$ cat src/rtl/tppc_pkg.sv
// Package for the transformed polygon point containment unit.
// Holds widths, register indexes, request types, the state enum and the cell control struct; no dependencies.
`timescale 1ns / 1ps
package tppc_pkg;
    localparam int COORD_W = 24;
    localparam int TRIG_W  = 16;
    localparam int SCALE_W = 16;
    localparam int COUNT_W = 5;
    localparam int DEF_MAX_VERTICES = 16;
    localparam int CFG_IDX_W  = 3;
    localparam int CFG_DATA_W = 24;

    localparam logic [CFG_IDX_W-1:0] REG_ORIGIN_X = 3'd0;
    localparam logic [CFG_IDX_W-1:0] REG_ORIGIN_Y = 3'd1;
    localparam logic [CFG_IDX_W-1:0] REG_COS      = 3'd2;
    localparam logic [CFG_IDX_W-1:0] REG_SIN      = 3'd3;
    localparam logic [CFG_IDX_W-1:0] REG_SCALE    = 3'd4;
    localparam logic [CFG_IDX_W-1:0] REG_COUNT    = 3'd5;

    localparam logic REQ_WRITE = 1'b0;
    localparam logic REQ_QUERY = 1'b1;

    typedef enum logic [1:0] {
        ST_IDLE,
        ST_XFORM,
        ST_SCAN,
        ST_DONE
    } t_state;

    // control handed to every cell
    typedef struct packed {
        logic load;   // write one vertex into the chain
        logic shift;  // rotate the chain by one slot
    } t_cell_ctl;
endpackage

$ cat src/rtl/tppc_edge.sv
// Even-odd edge test, two stages: straddle and products, then compare.
// Keeps the previous world vertex and the crossing parity. Depends on tppc_pkg.
`timescale 1ns / 1ps
module tppc_edge (
    input  logic                                i_clk,
    input  logic                                i_clear,
    input  logic                                i_valid,
    input  logic                                i_prime,
    input  logic signed [tppc_pkg::COORD_W-1:0] i_px,
    input  logic signed [tppc_pkg::COORD_W-1:0] i_py,
    input  logic signed [tppc_pkg::COORD_W-1:0] i_ix,
    input  logic signed [tppc_pkg::COORD_W-1:0] i_iy,
    output logic                                o_flag
);
    import tppc_pkg::*;
    localparam int D_W = COORD_W + 1;
    localparam int M_W = 2 * D_W;

    logic signed [COORD_W-1:0] r_jx, r_jy;
    logic                      r_flag;
    logic                      r_v2, r_hit, r_dpos;
    logic signed [M_W-1:0]     r_lhs, r_rhs;
    logic signed [D_W-1:0]     w_d, w_a, w_b, w_c;
    logic                      w_hit;

    always_comb begin
        w_d = D_W'(r_jy) - D_W'(i_iy);
        w_a = D_W'(r_jx) - D_W'(i_px);
        w_b = D_W'(r_jy) - D_W'(i_py);
        w_c = D_W'(r_jx) - D_W'(i_ix);
        w_hit = (i_iy < i_py && r_jy >= i_py) || (r_jy < i_py && i_iy >= i_py);
    end

    always_ff @(posedge i_clk) begin
        if (i_valid) begin
            r_jx <= i_ix;
            r_jy <= i_iy;
        end
        r_lhs  <= M_W'(w_a) * M_W'(w_d);
        r_rhs  <= M_W'(w_b) * M_W'(w_c);
        r_dpos <= w_d > 0;
        if (i_clear) begin
            r_v2   <= 1'b0;
            r_hit  <= 1'b0;
            r_flag <= 1'b0;
        end else begin
            r_v2  <= i_valid && !i_prime;
            r_hit <= w_hit;
            if (r_v2 && r_hit && (r_dpos ? (r_lhs < r_rhs) : (r_lhs > r_rhs)))
                r_flag <= !r_flag;
        end
    end

    assign o_flag = r_flag;
endmodule
$ cat config.mk
export PLATFORM = sky130hd
export DESIGN_NAME = tppc_edge
export DESIGN_NICKNAME = d
export VERILOG_FILES = /design/src/rtl/tppc_pkg.sv /design/src/rtl/tppc_edge.sv
export SDC_FILE = /design/constraint.sdc
export NUM_CORES = 2
export LEC_CHECK = 0
export BUFFER_PORTS_ARGS = -buffer_cell sky130_fd_sc_hd__clkbuf_2
export CELL_PAD_IN_SITES_DETAIL_PLACEMENT = 0
export CELL_PAD_IN_SITES_GLOBAL_PLACEMENT = 2
export CORE_UTILIZATION = 39
export DETAILED_ROUTE_END_ITERATION = 6
export HOLD_SLACK_MARGIN = 0.03
export PLACE_DENSITY = 0.92
export SYNTH_ARGS = -nofsm -noshare
export SYNTH_HDL_FRONTEND = slang
export SYNTH_SLANG_ARGS = --single-unit
$ cat constraint.sdc
create_clock -name i_clk -period 10.25 [get_ports i_clk]
set_clock_uncertainty 0.15 [all_clocks]
set_input_delay 1.025 -clock i_clk [delete_from_list [all_inputs] [get_ports i_clk]]
set_output_delay 1.025 -clock i_clk [all_outputs]
set_load 0.03 [all_outputs]
After elaboration in Yosys (flattened, before gate mapping)

Cells that the tools add are included.
Widths: inputs -> output; s select.

Order comparisons: 7
Multipliers: 2
$add $sub $neg: 4
Reductions and logical operators: 8
Mux-type cells: 1

Operators with widths:

| cell                | number |
|---|---|
| $mul 25x25->50      | 2 |
| $sub 24x24->25      | 4 |
| $gt 50x50->1        | 1 |
| $lt 50x50->1        | 1 |
| $ge 24x24->1        | 2 |
| $lt 24x24->1        | 2 |
| $gt 25x1->1 const B | 1 |
| $logic_and 1x1->1   | 5 |
| $logic_not 1->1     | 2 |
| $logic_or 1x1->1    | 1 |
| $mux 1              | 1 |

Register bits: 152
Output and inout bits: 1
Logic and storage cells: 30
Input port bits: 100

Longest topological paths before layout

Word-level depth: 3
Depth in mapped cells: 40
Gate-level depth less buffers: 39

Worst setup path after synthesis

OpenSTA, ideal clock, no wires.

Kind: input port to flip-flop
Start: in i_px[0] (netlist name)
End: reg r_lhs[48]
Data required time: 10.028 ns
Library setup time: 0.072 ns
Path buffers: 1
Arrival time: 10.237 ns
Stages on the path: 37
Setup slack: -0.209 ns
Cell sequence: ha_1 > inv_1 > fa_1 > a21o_1 > a21oi_1 > o21ai_0 > a31oi_1 > o21ai_0 > o41a_1 > a21o_1 > a21o_1 > xor2_1 > clkbuf_1 > nand2_1 > fa_1 > inv_1 > fa_1 > fa_1 > inv_1 > fa_1 > inv_1 > fa_1 > fa_1 > inv_1 > fa_1 > inv_1 > ha_1 > a21o_1 > a21o_1 > a21oi_1 > o21ai_0 > a21oi_1 > o21ai_0 > a41o_1 > o41a_1 > a41oi_1 > xnor2_1

Longest elaborated chain between the ends: 2

RTL lines:

| item                 | RTL line        | text |
|---|---|---|
| start, declared      | tppc_edge.sv:9  | `input logic signed [tppc_pkg::COORD_W-1:0] i_px,` |
| $sub 24x24->25       | tppc_edge.sv:28 | `w_a = D_W'(r_jx) - D_W'(i_px);` |
| $mul 25x25->50       | tppc_edge.sv:39 | `r_lhs <= M_W'(w_a) * M_W'(w_d);` |
| end signal, assigned | tppc_edge.sv:39 |  |
| end, declared        | tppc_edge.sv:22 | `logic signed [M_W-1:0] r_lhs, r_rhs;` |

No other way between the ends.
A chain may end at the register's enable or synchronous reset.

Worst setup path after layout

Start: in i_py[0] (netlist name)
End: reg r_rhs[47]

Longest elaborated chain between the ends: 2

RTL lines:

| item                 | RTL line        | text |
|---|---|---|
| start, declared      | tppc_edge.sv:10 | `input logic signed [tppc_pkg::COORD_W-1:0] i_py,` |
| $sub 24x24->25       | tppc_edge.sv:29 | `w_b = D_W'(r_jy) - D_W'(i_py);` |
| $mul 25x25->50       | tppc_edge.sv:40 | `r_rhs <= M_W'(w_b) * M_W'(w_c);` |
| end signal, assigned | tppc_edge.sv:40 |  |
| end, declared        | tppc_edge.sv:22 |  |

No other way between the ends.

==> run_results.csv <==
group,metric,value,unit
outcome,status,"finished clean",
setup_path,critical_path_class,"in -> reg",
drt,vias,42600,
synthesis,syn_avg_cell_area,9.13,um2
global_routing,antenna_found_initial,2,
global_routing,grt_pass1_wl,274000,um
setup_path,crit_path_top_delay_cell,"fa_1",
global_routing,overflow,0,
cts,holdBufCountCts,0,
drt,routedWlPerCell,20.6,um
drt,first_iter_violations,3082,
setup_path,ff2ff_setup_slack,0.52,ns
synthesis,syn_area,54700,um2
die,start_util,39.3,%
finish,drive_above_1_share,13.3,%
timing,max_freq,0.100,GHz
synthesis,postSynth.asyncResetShare,0,%
synthesis,synth_warnings,0,
timing,period_minus_slack,9.98,ns
placement,globalplace.congestion,1.01,
die,std_cell_rows,137,
die,core-area,139000,um2
synthesis,synthDistinctLibCells,76,
setup_path,end_kind,"flop",
cts,cts_root_buf,"clkbuf_16",
synthesis,netlist_instances,5991,
cts,clkSlewWorstSetupHoldPaths,0.07,ns
synthesis,syn-num-nets,7864,
timing,maxSlewHeadroom,14.7,%
placement,port_buffers,100,
cts,clkLatencyLatePin,0.51,ns
synthesis,synth_seq_cells,152,
synthesis,yosysSeqAreaShare,6.44,%
finish,nNetsFinal,8427,
die,io_pins,101,
synthesis,ys.flop_type,"dfxtp_1",
job,cap_violations,0,
setup_path,crit_top_cell,"fa_1",
setup_path,rr_startpoint,"r_jy[0]",
setup_path,r2r_end,"r_rhs[47]",
synthesis,synth_edf_count,48,
timing,final_max_slew_viol_count,0,
die,dieWidth,377,um
cts,clk_path_buf_depth,2,
global_routing,grt_start_max_net_pins,50,
setup_path,critPathArrivalTime,10.23,ns
die,die_area,142000,um2
finish,syn_to_final_growth,15.6,%
setup_path,timing.critical_path.to,"r_rhs[47]",
setup_path,cp-start-kind,"primary input",
setup_path,cp_max_fo,5,
timing,hold_viol_final,0,
timing,worstMarginPinSlew,1.27,ns
drt,route.detailed.drc,0,
die,die_h,377,um
setup_path,crit_path_start,"i_py[0]",
timing,fin_hold_ws,0.441,ns
drt,wl,174000,um
drt,drtPass1Iterations,6,
placement,place_hpwl,153000,um
setup_path,max_stage_delay,0.57,ns
setup_path,critPathRequiredTime,10.50,ns
cts,htreeDepth,4,
timing,min_period_over_period,97.4,%
timing,final-setup-viol-count,0,
global_routing,grtUsageTotal,25.5,%
global_routing,grt_pass1_vias,46400,
setup_path,reg2reg_depth,39,
cts,numCtsBuffers,17,
hold_path,min_path_type,"reg -> reg",
cts,cts_tree,"done",
drt,via_per_inst,5.04,
drt,ant_nets,0,
cts,clock_sinks,152,
## cell families after synthesis
logic type | after synthesis | share of synthesized area, %
mux | 8 | 0.146
xor+xnor | 243 | 3.90
simple gates | 1671 | 13.2
compound gates | 559 | 6.73
fa+ha+maj | 1773 | 58.7
buf+inv | 1585 | 10.9
flops | 152 | 6.44
## flip-flops by register name (all words and copies together), names as in the netlist
signal	flops
r_jy	24
r_v2	1
r_hit	1
r_jx	24
r_lhs	50
r_dpos	1
o_flag	1
r_rhs	50
## worst min-delay path by stage
stage	start	endpoint	slack, ns	cells after the start
after floorplan	r_hit	o_flag	0.37	3
after global placement	r_hit	o_flag	0.40	3
after detailed placement	r_hit	o_flag	0.42	3
after CTS	r_hit	o_flag	0.44	3
after global routing	r_hit	o_flag	0.50	3
final	r_hit	o_flag	0.44	3
## synthesized netlist by cell type, types with 10 or more instances
cell / count / area [um2]
inv_1: 1404 / 5270
edfxtp_1: 48 / 1440
o21a_1: 25 / 188
nor4_1: 10 / 62.6
nor2b_1: 64 / 400
nor2_1: 480 / 1800
nand2b_1: 64 / 400
and3_1: 20 / 125
clkbuf_1: 179 / 672
xnor2_1: 163 / 1430
nand2_1: 803 / 3010
fa_1: 1320 / 26400
o211ai_1: 12 / 90.1
nand4_1: 32 / 200
xor2_1: 79 / 692
o21ai_0: 98 / 490
and2_1: 71 / 444
a31oi_1: 14 / 87.6
or3_1: 10 / 62.6
ha_1: 453 / 5670
a21oi_1: 165 / 826
dfxtp_1: 104 / 2080
a21boi_0: 10 / 75.1
or2_2: 17 / 106
nand3_1: 35 / 175
a21o_1: 109 / 818
nor3_1: 31 / 155
o21bai_1: 26 / 195
a211oi_1: 16 / 120
## layout by cell type (no fill, tap or decap), types with 16 or more instances in the layout
cell / n
nor2_1: 478
o21bai_1: 26
edfxtp_1: 48
or2_2: 16
o21ai_0: 88
nand2b_1: 64
buf_4: 582
inv_1: 1404
a21o_1: 109
o21a_1: 24
nor3_1: 31
and3_1: 20
fa_1: 1320
nand2_1: 803
nor2b_1: 62
clkbuf_16: 17
xor2_1: 66
nand3_1: 35
dfxtp_1: 104
a21oi_1: 155
clkbuf_2: 99
ha_1: 452
buf_12: 39
nand4_1: 32
and2_1: 71
xnor2_2: 28
xnor2_1: 132
## cell type report
class	instances	area [um2]
multi-input cells	4254	45800
fillers	13400	76100
repair buffers	723	5680
clock inverters	13	134
inverters	1406	5280
well taps	1876	2350
clock buffers	19	443
diodes	2	5.00
flip-flops and latches	152	3520
## critical path: cells and delay by family
kind            cells  cell delay, ns
simple gates        6            1.23
compound gates     13            2.20
mux                 1            0.31
buf+inv             9            0.94
fa+ha+maj          10            4.49
## timing repair
action	4_1_cts	5_1_grt
resized for setup	8	50
pin swaps	1	6
buffers inserted	0	1
endpoints found under the setup margin	13	30
## per-stage QoR
| stage | setup TNS, ns | worst slack (ns) | util [%] | cell area, um2 | cells |
|---|---|---|---|---|---|
| 6_report | 0 | 0.267 | 45.4 | 63200 | 8445 |
| 5_1_grt | -0.0545 | -0.0179 | 45.4 | 63200 | 8444 |
| 4_1_cts | 0 | 0.00594 | 45.2 | 63000 | 8442 |
| 3_5_place_dp | -12.89 | -0.690 | 44.8 | 62400 | 8410 |
| 3_3_place_gp | -11.90 | -0.735 | 44.8 | 62400 | 8410 |
| 2_1_floorplan | 0 | 0.00342 | - | 54700 | 5991 |
## metal layers
metal / wire (um) / share of wire [%] / GRT usage (%)
met5: 7 / 0.0040 / 0
met4: 6700 / 3.9 / 8.82
met3: 17400 / 10 / 7.36
met2: 78000 / 45 / 39.9
met1: 71900 / 41 / 33.7
Power is left out: the tool's default activity adds up to more than one toggle a clock period on the data nets, which glitch-free logic cannot reach.
