===== config.mk =====
export PLATFORM = sky130hd
export DESIGN_NAME = tppc_cell
export DESIGN_NICKNAME = d
export VERILOG_FILES = /design/src/rtl/tppc_pkg.sv /design/src/rtl/tppc_cell.sv
export SDC_FILE = /design/constraint.sdc
export NUM_CORES = 1
export LEC_CHECK = 0
export BUFFER_PORTS_ARGS = -buffer_cell sky130_fd_sc_hd__buf_2
export CORE_MARGIN = 2
export CORE_UTILIZATION = 36
export DETAILED_ROUTE_END_ITERATION = 16
export HOLD_SLACK_MARGIN = 0.15
export PLACE_DENSITY = 0.72
export SLEW_MARGIN = 25
export SYNTH_ARGS = -nofsm -noshare
export SYNTH_HDL_FRONTEND = slang
export SYNTH_SLANG_ARGS = --single-unit

===== constraint.sdc =====
create_clock -name i_clk -period 7.9 [get_ports i_clk]
set_input_delay 2.37 -clock i_clk [delete_from_list [all_inputs] [get_ports i_clk]]
set_output_delay 2.37 -clock i_clk [all_outputs]
set_load 0.01 [all_outputs]

===== src/rtl/tppc_pkg.sv =====
// Package for the transformed polygon point containment unit.
// Holds widths, register indexes, request types, the state enum and the cell control struct; no dependencies.
`timescale 1ns / 1ps
package tppc_pkg;
    localparam int COORD_W = 24;
    localparam int TRIG_W  = 16;
    localparam int SCALE_W = 16;
    localparam int COUNT_W = 5;
    localparam int DEF_MAX_VERTICES = 16;
    localparam int CFG_IDX_W  = 3;
    localparam int CFG_DATA_W = 24;

    localparam logic [CFG_IDX_W-1:0] REG_ORIGIN_X = 3'd0;
    localparam logic [CFG_IDX_W-1:0] REG_ORIGIN_Y = 3'd1;
    localparam logic [CFG_IDX_W-1:0] REG_COS      = 3'd2;
    localparam logic [CFG_IDX_W-1:0] REG_SIN      = 3'd3;
    localparam logic [CFG_IDX_W-1:0] REG_SCALE    = 3'd4;
    localparam logic [CFG_IDX_W-1:0] REG_COUNT    = 3'd5;

    localparam logic REQ_WRITE = 1'b0;
    localparam logic REQ_QUERY = 1'b1;

    typedef enum logic [1:0] {
        ST_IDLE,
        ST_XFORM,
        ST_SCAN,
        ST_DONE
    } t_state;

    // control handed to every cell
    typedef struct packed {
        logic load;   // write one vertex into the chain
        logic shift;  // rotate the chain by one slot
    } t_cell_ctl;
endpackage


===== src/rtl/tppc_cell.sv =====
// One cell of the vertex ring: holds one vertex, loads its own slot or
// takes the neighbor's vertex on a rotate. Depends on tppc_pkg.
`timescale 1ns / 1ps
module tppc_cell (
    input  logic                                i_clk,
    input  tppc_pkg::t_cell_ctl                 i_ctl,
    input  logic                                i_sel,
    input  logic signed [tppc_pkg::COORD_W-1:0] i_wr_x,
    input  logic signed [tppc_pkg::COORD_W-1:0] i_wr_y,
    input  logic signed [tppc_pkg::COORD_W-1:0] i_nb_x,
    input  logic signed [tppc_pkg::COORD_W-1:0] i_nb_y,
    output logic signed [tppc_pkg::COORD_W-1:0] o_x,
    output logic signed [tppc_pkg::COORD_W-1:0] o_y
);
    import tppc_pkg::*;
    logic signed [COORD_W-1:0] r_x, r_y;

    always_ff @(posedge i_clk) begin
        if (i_ctl.load && i_sel) begin
            r_x <= i_wr_x;
            r_y <= i_wr_y;
        end else if (i_ctl.shift) begin
            r_x <= i_nb_x;
            r_y <= i_nb_y;
        end
    end

    assign o_x = r_x;
    assign o_y = r_y;
endmodule


; Word level (Yosys, flattened, before mapping)
; Index checks and enable logic that the tools add are counted.
[word_totals]
ff_bits = 48
out_inout_bits = 48
[classes]
n_mux = 4
reduce_logical = 2
[ops]
columns = cell, n
row1 = 2-to-1 mux 24 bit, 4
row2 = nonzero test 2 bit, 1
row3 = logical AND 1 bit, 1

; Longest topological paths before layout
; Gate-level depths: netlist of the first run.
[logic_depth]
depth_word = 2
depth_mapped = 4

; Least setup slack after synthesis of the first run
; No wires, ideal clock.
[synth_path]
kind = input port to flip-flop
startpoint = in i_ctl[1] in the netlist's numbering
endpoint = reg r_x[0], in the netlist o_x[0] (enable)
arrival_time_ps = 3864
setup_time_ps = 413
required_ps = 7487
n_path_buf = 2
path_stages = 4
setup_slack_ps = 3622
path_cell_list = nand2_1 > buf_6 > buf_6 > nand2b_1
[synth_between]
elab_chain_cells = 2
[synth_lines]
columns = item, line
row1 = from (decl), tppc_cell.sv:6  ; input tppc_pkg::t_cell_ctl i_ctl,
row2 = logical AND 1 bit, tppc_cell.sv:19  ; if (i_ctl.load && i_sel) begin
row3 = nonzero test 2 bit (no line), --
row4 = to (signal assigned), tppc_cell.sv:20  ; r_x <= i_wr_x;
row5 = to (signal assigned), tppc_cell.sv:23  ; r_x <= i_nb_x;
row6 = to (decl), tppc_cell.sv:16  ; logic signed [COORD_W-1:0] r_x, r_y;
; No other way between the ends.
; A chain may end at the register's enable or synchronous reset.

; Worst setup path in the final report of the first run
[layout_path]
startpoint = in i_ctl[1] in the netlist's numbering
endpoint = reg r_y[2], in the netlist o_y[2] (enable)
[layout_between]
elab_chain_cells = 2
[layout_lines]
columns = item, line
row1 = logical AND 1 bit, tppc_cell.sv:19
row2 = nonzero test 2 bit (no line), --
row3 = to (signal assigned), tppc_cell.sv:21  ; r_y <= i_wr_y;
row4 = to (signal assigned), tppc_cell.sv:24  ; r_y <= i_nb_y;
row5 = to (decl), tppc_cell.sv:16
; No other way between the ends.

==> results of run 1 <==
==> layout make-up <==
type / count / share of cell area
Clock inverter: 3 / 0.008027
Multi-Input combinational cell: 50 / 0.2007
Sequential cell: 48 / 0.4867
Tap cell: 72 / 0.03042
Clock buffer: 5 / 0.02324
Timing Repair Buffer: 148 / 0.2510
==> layer usage <==
metal / wire, um / vias to the layer above / track usage
met5: 0 / - / 0
met4: 65 / 0 / 0.05690
met3: 499 / 6 / 0.04186
met2: 2281 / 90 / 0.2487
met1: 1579 / 658 / 0.1405
li1: - / 703 / -
==> worst min path at each step <==
| stage | to | depth (start not counted) | slack, ps |
|---|---|---|---|
| 2_1_floorplan | o_x[13] | 1 | 2590 |
| 3_3_place_gp | o_y[19] | 2 | 2670 |
| 3_5_place_dp | o_y[1] | 2 | 2670 |
| 4_1_cts | o_x[12] | 2 | 2360 |
| 5_1_grt | o_y[8] | 2 | 2360 |
| 6_report | o_x[12] | 2 | 2370 |
==> sequential cells by signal, indices dropped and copies added, names as in the netlist <==
signal / flops
o_y: 24
o_x: 24
==> placed cells by master, fill, tap and decap left out <==
master and count:
clkinvlp_4 2, mux2_4 9, edfxtp_1 48, nand2_2 1, buf_2 147, mux2_2 39, buf_4 1, nand2b_4 1
clkbuf_8 5, clkinv_4 1
==> where the power goes <==
group / internal (uW) / leakage [uW] / total (uW) / switching (uW)
Clock: 62.6 / 0.0000404 / 142 / 79.2
Sequential: 314 / 0.000479 / 321 / 6.59
Combinational: 55.4 / 0.000835 / 104 / 48.4
Total: 432 / 0.00135 / 566 / 134
==> critical path, stage by stage <==
cell	delay, ps
buf_2	100
nand2_2	50
buf_4	530
nand2b_4	490
==> per-stage QoR <==
step                      hold WS, ps  worst slack (ps)  area, um^2
after detailed placement         2675              3497        2864
after global routing             2357              4127        2962
after global placement           2673              3576        2864
final                            2370              4211        2962
after floorplan                  2587              3622        2063
after CTS                        2357              3817        2957
==> cell families after synthesis <==
family | after synthesis
buf+inv | 5
mux | 48
simple gates | 2
flops | 48
==> reports/metrics.yaml, run 1 <==
layout-drive-gt1-share: 0.8110
power.leakage_uw: 0.001355
drtPass1Iterations: 4
setup_viol: 0
finalPower_uw: 566.2
synth_nets: 203
grt.overflow.total: 0
gp_congestion: 0.7577
yosysWarningCount: 0
rows: 27
grt_pass1_vias: 1377
cts.sinks: 48
post_cts_resized: 0
root_buffer: "clkbuf_8"
final-seq-area_um2: 1441
avgSynthCellArea_um2: 20.03
min_period_over_period: 0.4669
cp_max_fo: 49
synth_top_cells_by_area: "edfxtp_1, mux2_2, mux2_4"
critPathArrivalTime_ps: 3600
report.final.slew_viol_count: 0
max-cap-violations: 0
hold_class: "in2reg"
routed_wirelength_um: 4425
cts_hold_repair.buffers: 0
start_util: 0.3747
post_cts_buffers: 0
coreArea_um2: 5507
antenna_found_initial: 0
irDropWorstVdd_v: 0.00008683
synth_largest_area_cell: "edfxtp_1"
synth_seq_area_share: 0.6986
yosysMostFrequentCell: "edfxtp_1"
synth_cells: 103
die-area_um2: 6353
grt_pass1_wl_um: 6368
synth-compound-area-share: 0
utilization: 0.5378
nNetsFinal: 353
clkSlewWorstSetupHoldPaths_ps: 90
synth.area.mux_share: 0.2784
crit_start: "i_ctl[1]"
cts.htree.levels: 2
synth_edf_count: 48
synth_top_area_share: 0.6986
tns_ps: 0
critPathCapture: "o_y[2]"
clock_path_buffers: 2
drtAntennaViolNets: 0
fin_crit_ps: 3689
ys_async_sr_fraction: 0
path_class: "in2reg"
cts-buffers-inserted: 5
grt_max_degree: 50
dieHeight_um: 79.71
synthAdderAreaFrac: 0
n_antenna_cell: 0
status: "complete, no violations"
die_width_um: 79.71
relSlewSlack: 0.5618
routedWlPerCell_um: 13.57
layout.cells.non_filler: 326
synth.distinct_cells: 7
groute.usage.overall: 0.1351
ys.flop_type: "edfxtp_1"
drc: 0
place_inst: 318
start_kind: "input pin"
cts_tree: "yes"
io_pins: 148
min-delay-start: "i_wr_x[12]"
vias_per_cell: 4.469
synth_seq_cells: 48
portBuffers: 147
synthSimpleGateAreaFrac: 0.004851
max_slew.worst_pin.slew_ps: 657.3
area_growth_pct: 43.54
end_kind: "flop"
crit_required_ps: 7810
nFillCells: 476
finalHoldViolCount: 0
netlist_top_cells_count: "edfxtp_1, mux2_2, mux2_4"
num_vias: 1457
synth_top_family_by_area: "multiplexers"
rsz0062_at_grt: "no"
drtIter0Drc: 75
multi_input_area_um2: 594.3
fmax_mhz: 271.1
synth.cell_area_um2: 2063
synth_xor_area_frac: 0
p_per_area_nw_per_um2: 191.2
No activity file was read; power rests on OpenSTA's default activity.
==> run 2, diff against run 1 <==
--- a/config.mk
+++ b/config.mk
@@ -10,7 +10,7 @@
 export CORE_UTILIZATION = 36
 export DETAILED_ROUTE_END_ITERATION = 16
 export HOLD_SLACK_MARGIN = 0.15
-export PLACE_DENSITY = 0.72
+export PLACE_DENSITY = 0.75
 export SLEW_MARGIN = 25
 export SYNTH_ARGS = -nofsm -noshare
 export SYNTH_HDL_FRONTEND = slang
==> constraint.sdc (replaced) <==
create_clock -name i_clk -period 3.2 [get_ports i_clk]
set_input_delay 0.96 -clock i_clk [delete_from_list [all_inputs] [get_ports i_clk]]
set_output_delay 0.96 -clock i_clk [all_outputs]
set_load 0.01 [all_outputs]
==> run 2 against run 1 <==
Final cell count rose by 0.31%. Die area did not move. Sequential cell count did not move. Sequential share of layout area shrank 0.16 points. Cell area up 0.34%. Power increased by 150%. Critical path depth stayed put. Worst hold slack got worse by 1400 ps. Global-route usage rose by 0.47 points. Utilization up 0.18 points. Count of clock-buffer cells in the layout stayed put. Critical path type unchanged. Critical endpoint is now o_y[3]. Largest cell class unchanged.
==> reports/metrics.yaml, run 2 (synthesized netlist as in run 1, its figures left out) <==
max_slew.worst_pin.slew_ps: 623.5  # was 657.3 ps
fmax_mhz: 488.9
grt.overflow.total: 0  # unchanged
coreArea_um2: 5507  # unchanged
clock_path_buffers: 2  # unchanged
cts.sinks: 48  # unchanged
start_util: 0.3747  # unchanged
die-area_um2: 6353  # unchanged
irDropWorstVdd_v: 0.0001503  # was 0.00008683 V
grt_pass1_vias: 1413  # was 1377
place_inst: 319  # was 318
drtIter0Drc: 81  # was 75
routed_wirelength_um: 4590  # was 4425 um
p_per_area_nw_per_um2: 470.2  # was 191.2 nW/um^2
num_vias: 1431  # was 1457
clkSlewWorstSetupHoldPaths_ps: 90  # about the same
end_kind: "flop"  # unchanged
setup_viol: 0  # unchanged
post_cts_buffers: 0  # unchanged
cts.htree.levels: 2  # unchanged
dpl.hpwl_um: 3566
n_antenna_cell: 0  # unchanged
report.final.slew_viol_count: 0  # unchanged
holdWs_ps: 960.3  # was 2370 ps
tns_ps: 0  # unchanged
layout_commonest_cell: "buf_2"  # unchanged
critPathArrivalTime_ps: 2090  # was 3600 ps
post_cts_resized: 0  # unchanged
area_growth_pct: 44.03  # was 43.54%
dieHeight_um: 79.71  # unchanged
status: "complete, no violations"  # unchanged
rows: 27  # unchanged
gp_congestion: 0.7069  # was 0.7577
io_pins: 148  # unchanged
rsz0062_at_grt: "no"  # unchanged
cts-buffers-inserted: 5  # unchanged
layout.cells.non_filler: 327  # was 326
routedWlPerCell_um: 14.04  # was 13.57 um
grt_pass1_wl_um: 6658  # was 6368 um
path_class: "in2reg"  # unchanged
groute.usage.overall: 0.1398  # was 0.1351
nFillCells: 462  # was 476
portBuffers: 147  # unchanged
nNetsFinal: 354  # was 353
layout_common_cells: "buf_2, edfxtp_1, mux2_2, mux2_4, clkbuf_8"  # unchanged
antenna_found_initial: 0  # unchanged
finalPower_uw: 1397  # was 566.2 uW
vias_per_cell: 4.376  # was 4.469
grt_max_degree: 49  # was 50
drtPass1Iterations: 4  # unchanged
fin_crit_ps: 2045
layout-drive-gt1-share: 0.8078  # was 0.8110
power.leakage_uw: 0.001356  # was 0.001355 uW
max-cap-violations: 0  # unchanged
die_width_um: 79.71  # unchanged
drc: 0  # unchanged
finalHoldViolCount: 0  # unchanged
crit_required_ps: 3250  # was 7810 ps
min_period_over_period: 0.6392
relSlewSlack: 0.5843  # was 0.5618
cp_max_fo: 48  # was 49
root_buffer: "clkbuf_8"  # unchanged
hold_class: "in2reg"  # unchanged
cts_tree: "yes"  # unchanged
drtAntennaViolNets: 0  # unchanged
start_kind: "input pin"  # unchanged
cts_hold_repair.buffers: 0  # unchanged
[run 2: cell types whose count changed in the layout (fill, tap and decap cells not counted), sizes merged]
cell,change
buf,+1
[run 2: path summary, 6_finish.rpt]
kind	start	to	slack, ps	depth (start not counted)
worst min-delay path	i_nb_x[14]	o_x[14]	960	2
worst max-delay path	i_ctl[1]	o_y[3]	1150	4
[run 2: routing by layer]
| layer | vias to the layer above | share of wire | GRT usage |
|---|---|---|---|
| li1 | 703 | - | - |
| met1 | 627 | 0.40 | 0.1644 |
| met2 | 88 | 0.49 | 0.2370 |
| met3 | 13 | 0.086 | 0.03054 |
| met4 | 0 | 0.026 | 0.07586 |
| met5 | - | 0 | 0 |
[run 2: worst max-delay path: stages]
cell     delay, ps
buf_2          100
nand2_2         70
buf_4          520
mux2_2         430
[run 2: layout make-up]
class	count	area, um^2	area share
tap	72	90.09	0.03032
multi-input combinational	50	589.3	0.1983
sequential	48	1441	0.4851
timing repair buffer	149	763.2	0.2568
clock inverter	3	18.77	0.006316
clock buffer	5	68.82	0.02316
[run 2: stage by stage]
step	cell area [um^2]	utilization	worst slack (ps)
3_3_place_gp	2884	0.5237	850.8
6_report	2972	0.5397	1155
3_5_place_dp	2884	0.5237	841.0
4_1_cts	2972	0.5397	1160
2_1_floorplan	2063	-	332.3
5_1_grt	2972	0.5397	1100
[run 2: report_power, final]
group | leakage [uW] | internal, uW | total [uW] | switching [uW]
sequential | 0.000479 | 775 | 790 | 15.7
clock | 0.0000378 | 151 | 348 | 197
combinational | 0.000839 | 139 | 259 | 119
total | 0.00136 | 1060 | 1400 | 332
==> run 3, diff against run 2 <==
--- a/config.mk
+++ b/config.mk
@@ -10,7 +10,7 @@
 export CORE_UTILIZATION = 36
 export DETAILED_ROUTE_END_ITERATION = 16
 export HOLD_SLACK_MARGIN = 0.15
-export PLACE_DENSITY = 0.75
+export PLACE_DENSITY = 0.72
 export SLEW_MARGIN = 25
 export SYNTH_ARGS = -nofsm -noshare
 export SYNTH_HDL_FRONTEND = slang
==> constraint.sdc (replaced) <==
create_clock -name i_clk -period 1.9 [get_ports i_clk]
set_input_delay 0.57 -clock i_clk [delete_from_list [all_inputs] [get_ports i_clk]]
set_output_delay 0.57 -clock i_clk [all_outputs]
set_load 0.01 [all_outputs]
==> run 3 against run 2 <==
Sequential power increased by 68%. Wire length rose by 0.46%. Count of clock-buffer cells in the layout unchanged. Highest routed layer unchanged. Sequential cell count did not move. Via count increased by 0.14%. Clock power increased by 69%. Worst hold slack worse by 400 ps. Largest cell class unchanged. Combinational power increased by 72%.
==> reports/metrics.yaml, run 3 (synthesized netlist as in run 1, its figures left out) <==
status: "complete, no violations"  # unchanged
dieHeight_um: 79.71  # unchanged
dpl.hpwl_um: 3621  # was 3566 um
cts-buffers-inserted: 5  # unchanged
power.leakage_uw: 0.001392  # was 0.001356 uW
rsz0062_at_grt: "no"  # unchanged
cp_max_fo: 1  # was 48
min_path_cells: 2  # unchanged
gp_congestion: 0.7608  # was 0.7069
p_int_uw: 1805  # was 1065 uW
crit_required_ps: 1330  # was 3250 ps
report.final.slew_viol_count: 0  # unchanged
multi_input_area_um2: 594.3  # was 589.3 um^2
irDropWorstVdd_v: 0.0003824  # was 0.0001503 V
p_clk_frac: 0.248  # was 0.249
grt_pass1_wl_um: 6810  # was 6658 um
min-delay-start: "i_nb_x[1]"  # was i_nb_x[14]
layout.cells.non_filler: 329  # was 327
vias_per_cell: 4.356  # was 4.376
antenna_found_initial: 0  # unchanged
switching_share: 0.2365  # was 0.2378
portBuffers: 147  # unchanged
drtPass1Iterations: 3  # was 4
grt.overflow.total: 0  # unchanged
routed_wirelength_um: 4611  # was 4590 um
coreArea_um2: 5507  # unchanged
place_inst: 321  # was 319
max_stage_delay_ps: 390  # was 520 ps
max-cap-violations: 0  # unchanged
io_pins: 148  # unchanged
area_growth_pct: 46.21  # was 44.03%
num_vias: 1433  # was 1431
setup_viol: 0  # unchanged
end_kind: "output port"  # was flop
layout_common_cells: "buf_2, edfxtp_1, mux2_2, mux2_4, clkbuf_8"  # unchanged
hold_end: "o_x[1]"  # was o_x[14]
post_cts_buffers: 0  # unchanged
max_slew.worst_pin.slew_ps: 187.3  # was 623.5 ps
root_buffer: "clkbuf_8"  # unchanged
die-area_um2: 6353  # unchanged
start_util: 0.3747  # unchanged
relSlewSlack: 0.8752  # was 0.5843
cts_hold_repair.buffers: 0  # unchanged
critical_path.slowest_cell: "edfxtp_1"  # was buf_4
crit_chain: "buf_2"  # was buf_2 -> nand2_2 -> buf_4 -> mux2_2
crit_cells: 1  # was 4
post_cts_resized: 0  # unchanged
n_antenna_cell: 0  # unchanged
cts.sinks: 48  # unchanged
layout-drive-gt1-share: 0.8132  # was 0.8078
final-seq-area_um2: 1441  # unchanged
clock_path_buffers: 2  # unchanged
routedWlPerCell_um: 14.02  # was 14.04 um
drtAntennaViolNets: 0  # unchanged
finalHoldViolCount: 0  # unchanged
fin_crit_ps: 1407
grt_max_degree: 35  # was 49
p_seq_frac: 0.563  # was 0.566
path_class: "reg2out"  # was in2reg
clkSlewWorstSetupHoldPaths_ps: 100  # was 90 ps
cts.htree.levels: 2  # unchanged
drc: 0  # unchanged
nNetsFinal: 356  # was 354
layout_commonest_cell: "buf_2"  # unchanged
hold_class: "in2reg"  # unchanged
start_kind: "flop"  # was input pin
tns_ps: 0  # unchanged
grt_pass1_vias: 1498  # was 1413
critPathBufInv: 1  # was 2
die_width_um: 79.71  # unchanged
crit_family: "flip-flops"  # was buffers and inverters
p_per_area_nw_per_um2: 783.9  # was 470.2 nW/um^2
power_switching_uw: 559.4  # was 332.2 uW
min_period_over_period: 0.7407
pwr-share-comb: 0.189  # was 0.185
critPathArrivalTime_ps: 840  # was 2090 ps
groute.usage.overall: 0.1453  # was 0.1398
drtIter0Drc: 38  # was 81
cts_tree: "yes"  # unchanged
rows: 27  # unchanged
fmax_mhz: 710.5
nFillCells: 465  # was 462
[run 3: area by class of cell]
| class | instances | area share |
|---|---|---|
| Sequential cell | 48 | 0.4778 |
| Timing Repair Buffer | 151 | 0.2663 |
| Multi-Input combinational cell | 50 | 0.1970 |
| Tap cell | 72 | 0.02986 |
| Clock buffer | 5 | 0.02281 |
| Clock inverter | 3 | 0.006221 |
[run 3: routing by layer]
layer	GRT usage	part of all wire
met1	0.1530	0.37
met2	0.2647	0.53
met5	0	0
met3	0.03394	0.082
met4	0.07931	0.018
[run 3: through the flow]
| stage | total power (uW) | instance area (um^2) | setup slack, ps | utilization | hold slack (ps) |
|---|---|---|---|---|---|
| floorplan | 1564 | 2071 | 213.5 | - | 787.5 |
| global placement | 1800 | 2929 | 277.5 | 0.5319 | 870.3 |
| detailed placement | 1810 | 2929 | 262.7 | 0.5319 | 874.2 |
| CTS | 2401 | 3017 | 475.0 | 0.5478 | 554.5 |
| global route | 2475 | 3017 | 461.1 | 0.5478 | 560.4 |
| finish | 2365 | 3017 | 492.6 | 0.5478 | 563.0 |
[run 3: power by group through the flow]
stage	Sequential (uW)	Combinational, uW	Clock, uW
finish	1330	446	587
global route	1340	482	650
CTS	1330	454	613
detailed placement	1360	453	0
global placement	1350	447	0
floorplan	1430	135	0
[run 3: worst max-delay path by stage]
stage	from	endpoint	slack [ps]
CTS	o_y[16]	o_y[16]	470
finish	o_y[16]	o_y[16]	490
global route	o_x[18]	o_x[18]	460
detailed placement	i_ctl[1]	o_y[0]	260
global placement	i_ctl[1]	o_y[3]	280
floorplan	i_ctl[1]	o_x[0]	210
